[config.mk]
export PLATFORM = sky130hd
export DESIGN_NAME = hid_keyboard_report_builder
export DESIGN_NICKNAME = d
export VERILOG_FILES = /design/src/hidkb_pkg.sv /design/src/hidkb_key_op.sv /design/src/hid_keyboard_report_builder.sv
export SDC_FILE = /design/constraint.sdc
export NUM_CORES = 1
export LEC_CHECK = 0
export BUFFER_PORTS_ARGS = -buffer_cell sky130_fd_sc_hd__buf_2
export CAP_MARGIN = 10
export CORE_UTILIZATION = 40
export DETAILED_ROUTE_END_ITERATION = 10
export GPL_TIMING_DRIVEN = 0
export HOLD_SLACK_MARGIN = 0.1
export PLACE_DENSITY = 0.6
export SYNTH_ARGS = -nofsm -noshare
export SYNTH_HDL_FRONTEND = slang
export SYNTH_SLANG_ARGS = --single-unit
[constraint.sdc]
create_clock -name clk -period 4.9 [get_ports clk]
set_clock_uncertainty 0.15 [all_clocks]
set_input_delay 0.735 -clock clk [delete_from_list [all_inputs] [get_ports clk]]
set_output_delay 0.735 -clock clk [all_outputs]
set_load 0.02 [all_outputs]
[src/hidkb_pkg.sv]
`timescale 1ns / 1ps
// ----------------------------------------------------------------------------
// hidkb_pkg: shared types and constants for the keyboard report builder
// Report layout, key event modes and the ASCII to usage lookup.
// ----------------------------------------------------------------------------
package hidkb_pkg;

  localparam int NUM_SLOTS = 6;

  localparam logic [7:0] RAW_BASE    = 8'd136;
  localparam logic [7:0] MOD_BASE    = 8'd128;
  localparam logic [7:0] LEFT_SHIFT  = 8'h02;
  localparam logic [7:0] USAGE_MASK  = 8'h7F;
  localparam logic [7:0] NEEDS_SHIFT = 8'h80;

  typedef enum logic [1:0] {
    MODE_PRESS   = 2'd0,
    MODE_RELEASE = 2'd1,
    MODE_REL_ALL = 2'd2,
    MODE_WRITE   = 2'd3
  } mode_t;

  typedef logic [NUM_SLOTS-1:0][7:0] slot_arr_t;

  typedef struct packed {
    logic [7:0] mods;
    slot_arr_t  slots;
  } report_t;

  // bit 7 set: character needs left shift
  localparam logic [7:0] CHAR_USAGE [0:127] = '{
    8'h00, 8'h00, 8'h00, 8'h00, 8'h00, 8'h00, 8'h00, 8'h00,
    8'h2a, 8'h2b, 8'h28, 8'h00, 8'h00, 8'h00, 8'h00, 8'h00,
    8'h00, 8'h00, 8'h00, 8'h00, 8'h00, 8'h00, 8'h00, 8'h00,
    8'h00, 8'h00, 8'h00, 8'h00, 8'h00, 8'h00, 8'h00, 8'h00,
    8'h2c, 8'h9e, 8'hb4, 8'ha0, 8'ha1, 8'ha2, 8'ha4, 8'h34,
    8'ha6, 8'ha7, 8'ha5, 8'hae, 8'h36, 8'h2d, 8'h37, 8'h38,
    8'h27, 8'h1e, 8'h1f, 8'h20, 8'h21, 8'h22, 8'h23, 8'h24,
    8'h25, 8'h26, 8'hb3, 8'h33, 8'hb6, 8'h2e, 8'hb7, 8'hb8,
    8'h9f, 8'h84, 8'h85, 8'h86, 8'h87, 8'h88, 8'h89, 8'h8a,
    8'h8b, 8'h8c, 8'h8d, 8'h8e, 8'h8f, 8'h90, 8'h91, 8'h92,
    8'h93, 8'h94, 8'h95, 8'h96, 8'h97, 8'h98, 8'h99, 8'h9a,
    8'h9b, 8'h9c, 8'h9d, 8'h2f, 8'h31, 8'h30, 8'ha3, 8'had,
    8'h35, 8'h04, 8'h05, 8'h06, 8'h07, 8'h08, 8'h09, 8'h0a,
    8'h0b, 8'h0c, 8'h0d, 8'h0e, 8'h0f, 8'h10, 8'h11, 8'h12,
    8'h13, 8'h14, 8'h15, 8'h16, 8'h17, 8'h18, 8'h19, 8'h1a,
    8'h1b, 8'h1c, 8'h1d, 8'haf, 8'hb1, 8'hb0, 8'hb5, 8'h00
  };

endpackage

[src/hidkb_key_op.sv]
`timescale 1ns / 1ps
// ----------------------------------------------------------------------------
// hidkb_key_op: single key press or release on the report
// Decodes the key code and returns the updated report and the status.
// ----------------------------------------------------------------------------
module hidkb_key_op import hidkb_pkg::*; (
  input  report_t    cur,
  input  logic [7:0] key_code,
  input  logic       press,
  output report_t    nxt,
  output logic       ok
);

  logic [7:0] tab;
  logic [7:0] usage;
  logic [7:0] mbit;
  logic [7:0] mod_upd;
  logic       mapped;
  logic       present;
  logic       placed;

  assign tab = CHAR_USAGE[key_code[6:0]];

  always_comb begin
    mod_upd = cur.mods;
    usage   = '0;
    mapped  = 1'b1;
    mbit    = 8'd1 << key_code[2:0];
    if (key_code >= RAW_BASE) begin
      usage = key_code - RAW_BASE;
    end else if (key_code >= MOD_BASE) begin
      mod_upd = press ? (cur.mods | mbit) : (cur.mods & ~mbit);
    end else if (tab == 8'd0) begin
      mapped = 1'b0;
    end else begin
      usage = tab & USAGE_MASK;
      if ((tab & NEEDS_SHIFT) != 8'd0) begin
        mod_upd = press ? (cur.mods | LEFT_SHIFT) : (cur.mods & ~LEFT_SHIFT);
      end
    end
  end

  always_comb begin
    present = 1'b0;
    for (int i = 0; i < NUM_SLOTS; i++) begin
      if (cur.slots[i] == usage) present = 1'b1;
    end
  end

  always_comb begin
    nxt    = cur;
    ok     = 1'b0;
    placed = 1'b0;
    if (mapped) begin
      nxt.mods = mod_upd;
      if (press) begin
        if (present) begin
          ok = 1'b1;
        end else begin
          // first free slot takes the usage
          for (int i = 0; i < NUM_SLOTS; i++) begin
            if (!placed && cur.slots[i] == 8'd0) begin
              nxt.slots[i] = usage;
              placed       = 1'b1;
            end
          end
          ok = placed;
        end
      end else begin
        for (int i = 0; i < NUM_SLOTS; i++) begin
          if (usage != 8'd0 && cur.slots[i] == usage) nxt.slots[i] = 8'd0;
        end
        ok = 1'b1;
      end
    end
  end

endmodule

[src/hid_keyboard_report_builder.sv]
`timescale 1ns / 1ps
// ----------------------------------------------------------------------------
// hid_keyboard_report_builder: boot keyboard report, six key rollover
// Holds the modifier byte and six key slots and applies key events to them.
// ----------------------------------------------------------------------------
// An item is taken when start is high and busy is low. Its result appears with
// out_valid after the item register and then the report register, and lasts
// one cycle; the receiver cannot stall it. Press, release and release-all items
// give one result, and while busy is low a new item may be taken every cycle.
// A write item gives two results on consecutive cycles (press, then release)
// and holds busy high for one cycle, since the single key update stage between
// the item register and the report register handles one press or release per
// cycle. The report fields always show the report after the operation, also on
// status-only results.
module hid_keyboard_report_builder import hidkb_pkg::*; (
  input  logic       clk,
  input  logic       rst_n,
  input  logic       start,
  output logic       busy,
  input  logic [1:0] in_mode,
  input  logic [7:0] in_key_code,
  output logic       out_valid,
  output logic       out_report_sent,
  output logic       out_success,
  output logic [7:0] out_modifier_bits,
  output logic [7:0] out_slot_one,
  output logic [7:0] out_slot_two,
  output logic [7:0] out_slot_three,
  output logic [7:0] out_slot_four,
  output logic [7:0] out_slot_five,
  output logic [7:0] out_slot_six,
  output logic       out_final_result
);

  logic       in_vld_r,  in_vld_nxt;
  mode_t      mode_r;
  logic [7:0] code_r;
  logic       phase_r,   phase_nxt;
  report_t    rpt_r,     rpt_nxt;
  logic       out_vld_r;
  logic       ok_r,      ok_nxt;
  logic       final_r,   final_nxt;

  report_t    op_rpt;
  logic       op_ok;
  logic       op_press;
  logic       accept;

  assign busy   = in_vld_r && mode_r == MODE_WRITE && !phase_r;
  assign accept = start && !busy;

  assign op_press = (mode_r == MODE_PRESS) || (mode_r == MODE_WRITE && !phase_r);

  hidkb_key_op u_key_op (
    .cur      (rpt_r),
    .key_code (code_r),
    .press    (op_press),
    .nxt      (op_rpt),
    .ok       (op_ok)
  );

  always_comb begin
    in_vld_nxt = accept || busy;
    phase_nxt  = busy;
    rpt_nxt    = rpt_r;
    ok_nxt     = ok_r;
    final_nxt  = final_r;
    if (in_vld_r) begin
      final_nxt = !busy;
      case (mode_r)
        MODE_REL_ALL: begin
          rpt_nxt = '0;
          ok_nxt  = 1'b1;
        end
        MODE_PRESS, MODE_RELEASE, MODE_WRITE: begin
          rpt_nxt = op_rpt;
          ok_nxt  = op_ok;
        end
        default: begin
          rpt_nxt = rpt_r;
          ok_nxt  = 1'b0;
        end
      endcase
    end
  end

  always_ff @(posedge clk) begin
    if (!rst_n) begin
      in_vld_r  <= 1'b0;
      phase_r   <= 1'b0;
      rpt_r     <= '0;
      out_vld_r <= 1'b0;
    end else begin
      in_vld_r  <= in_vld_nxt;
      phase_r   <= phase_nxt;
      rpt_r     <= rpt_nxt;
      out_vld_r <= in_vld_r;
    end
  end

  always_ff @(posedge clk) begin
    if (accept) begin
      mode_r <= mode_t'(in_mode);
      code_r <= in_key_code;
    end
    ok_r    <= ok_nxt;
    final_r <= final_nxt;
  end

  assign out_valid         = out_vld_r;
  assign out_report_sent   = ok_r;
  assign out_success       = ok_r;
  assign out_final_result  = final_r;
  assign out_modifier_bits = rpt_r.mods;
  assign out_slot_one      = rpt_r.slots[0];
  assign out_slot_two      = rpt_r.slots[1];
  assign out_slot_three    = rpt_r.slots[2];
  assign out_slot_four     = rpt_r.slots[3];
  assign out_slot_five     = rpt_r.slots[4];
  assign out_slot_six      = rpt_r.slots[5];

`ifndef NO_ASSERTIONS
  a_write_first: assert property (@(posedge clk) disable iff (!rst_n)
    busy |=> out_valid && !out_final_result)
    else $error("write press result missing or marked final");

  a_write_second: assert property (@(posedge clk) disable iff (!rst_n)
    out_valid && !out_final_result |=> out_valid && out_final_result)
    else $error("write release result did not follow");

  a_no_accept_busy: assert property (@(posedge clk) disable iff (!rst_n)
    busy |=> in_vld_r && phase_r)
    else $error("write item lost its second phase");

  a_reset_idle: assert property (@(posedge clk)
    !rst_n |=> !out_valid && !busy && out_modifier_bits == 8'd0)
    else $error("state not cleared by reset");
`endif

endmodule

==> flow_summary.rst <==
.. list-table::
   :header-rows: 1

   * - Metric
     - Value
   * - Worst-case vdd ir drop
     - 0.1789 mV
   * - Initial antenna violation count
     - 0
   * - Antenna diode count
     - 0
   * - Net count of the mapped netlist
     - 612
   * - Final net count
     - 699
   * - Most common flop cell mapped by yosys
     - sky130_fd_sc_hd__dfxtp_1
   * - Post-synthesis instance area
     - 0.004807 mm²
   * - DIE WIDTH
     - 111.6 µm
   * - TritonRoute pass-1 iters
     - 8
   * - Util after Layout
     - 50.07%
   * - Crit path max fanout
     - 10
   * - Most common cell in the netlist
     - sky130_fd_sc_hd__dfxtp_1
   * - Area growth from synthesis to layout
     - 20.46%
   * - Final ANT Viol Nets
     - 0
   * - Number of synthesized flops with an enable pin
     - 12
   * - Run status
     - finished, violations left
   * - TritonCTS buffer count
     - 9
   * - Worst endpoint data arrival time
     - 4.69 ns
   * - Via Count
     - 5,004
   * - I/O pins
     - 74
   * - Count of synthesis-stage warnings from yosys
     - 0
   * - Post-route clock period utilization
     - 94.46%
   * - Die outline area
     - 0.01246 mm²
   * - Data required time of the critical path
     - 4.96 ns
   * - Mean number of vias per cell
     - 6.110
   * - Max-slew violation count
     - 0
   * - Rows
     - 39
   * - Rel. slew slack
     - 44.54%
   * - Cells after synthesis
     - 585
   * - Half-perimeter wire length after detailed placement
     - 12,050 µm
   * - Wire length of the first global-routing pass
     - 26,340 µm
   * - Highest attainable clock frequency
     - 0.2160 GHz
   * - Number of buffers on the longest clock path
     - 2
   * - Clock latency on the worst-skew pair
     - 0.35 ns
   * - IO Port Bufs
     - 73
   * - CTS tree
     - yes
   * - Synthesized flop and latch total
     - 71
   * - Number of global-route vias before repair
     - 4,789
   * - Share of layout cells above drive strength 1
     - 20.41%
   * - Top-area cell type share of the netlist area
     - 24.57%
   * - Violated checks
     - DRC
   * - Clock sink total
     - 71
   * - Type of the setup path with the least slack
     - flip-flop to flip-flop
   * - Transition time of the tightest slew-check pin
     - 0.8302 ns
   * - Leakage power
     - 2.252 nW
   * - Count of endpoints failing setup in the final report
     - 0
   * - Non-filler cells, final
     - 819
   * - Cell count after placement
     - 801
   * - Fill count
     - 1,130
   * - Number of H-tree levels
     - 3
   * - Post-Syn Area per Cell
     - 8.217 µm²
   * - RSZ-0062 raised after global routing
     - false
   * - Synth cell count leaders
     - 59 x sky130_fd_sc_hd__dfxtp_1, 53 x sky130_fd_sc_hd__o21ai_0, 47 x sky130_fd_sc_hd__nand2_1
   * - Final Wtd Congestion
     - 0.9216
   * - Number of DRC violations after detailed-routing iteration 0
     - 465
   * - CTS root buffer
     - sky130_fd_sc_hd__clkbuf_16
   * - Netlist cell types
     - 75
   * - Sort of element at the start of the critical path
     - flip-flop
   * - Ranking of synthesized cells by area
     - sky130_fd_sc_hd__dfxtp_1 25%, sky130_fd_sc_hd__xnor2_1 7.7%, sky130_fd_sc_hd__edfxtp_1 7.5%, sky130_fd_sc_hd__o21ai_0 5.5%, sky130_fd_sc_hd__nand3_1 4.1%
   * - Cell accounting for the most synthesized area
     - sky130_fd_sc_hd__dfxtp_1
   * - Area taken by flip-flops and latches
     - 0.001541 mm²
   * - DR DRC count
     - 8
   * - Async set or reset register ratio after synthesis
     - 0%
   * - Effective utilization at floorplan
     - 41.57%
   * - Kind of end point of the critical path
     - flip-flop
   * - Power density normalized to cell area
     - 296.1 mW/mm²
   * - Multi-input logic area
     - 0.003105 mm²
   * - Max_cap viols
     - 0
   * - Std-Cell Core Area
     - 0.01156 mm²
   * - Vertical die dimension
     - 111.6 µm
   * - Clk pin slew, worst setup/hold paths
     - 0.06 ns
   * - Total routing usage reported by global routing
     - 27.33%
   * - Routed wirelength normalized by instance count
     - 20.62 µm
   * - Hold violation total from the final report
     - 0
   * - Min-delay worst type
     - flip-flop to flip-flop
   * - Total gr overflow
     - 0
   * - Largest net degree at the start of global routing
     - 13
   * - Min Tclk post-route
     - 4.629 ns
   * - Total chip power
     - 1.715 mW
   * - Final Routed Wirelength
     - 16,890 µm
   * - Sequential fraction of the synthesis area
     - 32.07%
## cells in the final DEF (no fill, tap or decap), types with 4 or more instances in the layout
cell,synthesis,layout
sky130_fd_sc_hd__buf_2,10,83
sky130_fd_sc_hd__dfxtp_1,59,59
sky130_fd_sc_hd__o21ai_0,53,53
sky130_fd_sc_hd__nand2_1,47,47
sky130_fd_sc_hd__xnor2_1,42,42
sky130_fd_sc_hd__nand3_1,39,39
sky130_fd_sc_hd__nor2_1,32,32
sky130_fd_sc_hd__clkbuf_1,24,23
sky130_fd_sc_hd__a21oi_1,22,22
sky130_fd_sc_hd__nor2b_1,18,18
sky130_fd_sc_hd__inv_1,17,16
sky130_fd_sc_hd__nor4_1,20,16
sky130_fd_sc_hd__nand4_1,12,12
sky130_fd_sc_hd__xor2_1,12,12
sky130_fd_sc_hd__edfxtp_1,12,12
sky130_fd_sc_hd__ha_1,14,11
sky130_fd_sc_hd__nand2b_1,9,9
sky130_fd_sc_hd__clkbuf_16,0,9
sky130_fd_sc_hd__o21ai_1,7,7
sky130_fd_sc_hd__nor3_1,7,7
sky130_fd_sc_hd__nand3b_1,6,6
sky130_fd_sc_hd__o21a_1,6,6
sky130_fd_sc_hd__mux2i_1,6,6
sky130_fd_sc_hd__o22ai_1,6,6
sky130_fd_sc_hd__and2_1,6,6
sky130_fd_sc_hd__a22o_1,6,6
sky130_fd_sc_hd__buf_4,4,5
sky130_fd_sc_hd__or2_2,5,5
sky130_fd_sc_hd__and3_1,4,4
sky130_fd_sc_hd__o31ai_1,4,4
sky130_fd_sc_hd__o221ai_1,4,4
sky130_fd_sc_hd__o211ai_1,4,4
sky130_fd_sc_hd__nor4_2,1,4
## critical path: stages, from the launching register on
cell and delay, ns:
sky130_fd_sc_hd__edfxtp_1 0.43, sky130_fd_sc_hd__clkbuf_2 0.31, sky130_fd_sc_hd__clkinvlp_4 0.26, sky130_fd_sc_hd__ha_2 0.46, sky130_fd_sc_hd__or3b_2 0.47, sky130_fd_sc_hd__nand4_1 0.23, sky130_fd_sc_hd__nand3_1 0.17, sky130_fd_sc_hd__o211ai_4 0.29
sky130_fd_sc_hd__xnor2_1 0.19, sky130_fd_sc_hd__nand4_1 0.17, sky130_fd_sc_hd__nor4_4 0.38, sky130_fd_sc_hd__nor4_2 0.09, sky130_fd_sc_hd__and2_1 0.15, sky130_fd_sc_hd__buf_4 0.16, sky130_fd_sc_hd__buf_4 0.18, sky130_fd_sc_hd__nand2_1 0.25
sky130_fd_sc_hd__o21ai_0 0.14
## final timing paths
kind / slack [ns] / depth (start not counted) / start / to
setup / recovery: 0.27 / 16 / code_r[1]$_DFFE_PP_ / out_slot_two[7]$_SDFFE_PN0P_
hold / removal: 0.34 / 2 / out_modifier_bits[6]$_SDFFE_PN0P_ / out_modifier_bits[6]$_SDFFE_PN0P_
setup reg to reg: 0.27 / 16 / code_r[1]$_DFFE_PP_ / out_slot_two[7]$_SDFFE_PN0P_
hold reg to reg: 0.34 / 2 / out_modifier_bits[6]$_SDFFE_PN0P_ / out_modifier_bits[6]$_SDFFE_PN0P_
## stage by stage
stage | instance area [µm²] | hold WS (ns) | worst slack, ns | setup TNS (ns)
6_report | 5791 | 0.3419 | 0.2714 | 0
5_1_grt | 5791 | 0.3707 | 0.02884 | 0
4_1_cts | 5680 | 0.3492 | 0.08721 | 0
3_5_place_dp | 5351 | 0.3357 | -0.1497 | -1.516
3_3_place_gp | 5351 | 0.3269 | -0.07440 | -0.4123
2_1_floorplan | 4807 | 0.3712 | 1.072 | 0
## timing repair
action,in CTS,in global routing
setup endpoints to repair,24,49
gates cloned,0,0
buffers inserted,0,3
gates resized for setup,3,16
hold buffers,0,0
pin swaps,0,2
## report_power, final
part | leakage (nW) | switching [mW] | internal [mW]
clock | 0.149 | 0.255 | 0.419
combinational | 1.51 | 0.265 | 0.146
sequential | 0.592 | 0.0196 | 0.610
total | 2.25 | 0.540 | 1.18
## flip-flops by register name (all words and copies together) (netlist names)
signal,flops
out_final_result,1
mode_r,2
out_slot_six,8
code_r,8
out_slot_two,8
out_slot_four,8
out_valid,1
out_report_sent,1
out_modifier_bits,8
out_slot_five,8
phase_r,1
out_slot_one,8
out_slot_three,8
in_vld_r,1
## cell type report
class	instances	area share, %
Timing Repair Buffer	76	7.131
Sequential cell	71	26.62
Tap cell	143	3.090
Clock inverter	3	0.7563
Clock buffer	12	4.430
Multi-Input combinational cell	458	53.63
Buffer	39	3.176
Inverter	17	1.167
## routing by layer
metal / routed length (µm) / GRT usage (%) / vias up
met3: 1531 / 6.805 / 41
met1: 7104 / 35.52 / 2376
li1: - / - / 2316
met4: 449 / 10.36 / 0
met2: 7800 / 43.60 / 271
met5: 0 / 0 / -
## cell families after synthesis
group                      Yosys count  synth area share (%)
and+or+nand+nor                    224                 25.04
AOI/OAI and AO/OA                  159                 22.83
DFF                                 71                 32.07
buffers and inverters               56                 5.102
xor gates and xnor gates            54                 9.839
adders and majority gates           14                 3.644
muxes                                7                 1.484
No activity file was read; power rests on OpenSTA's default activity.
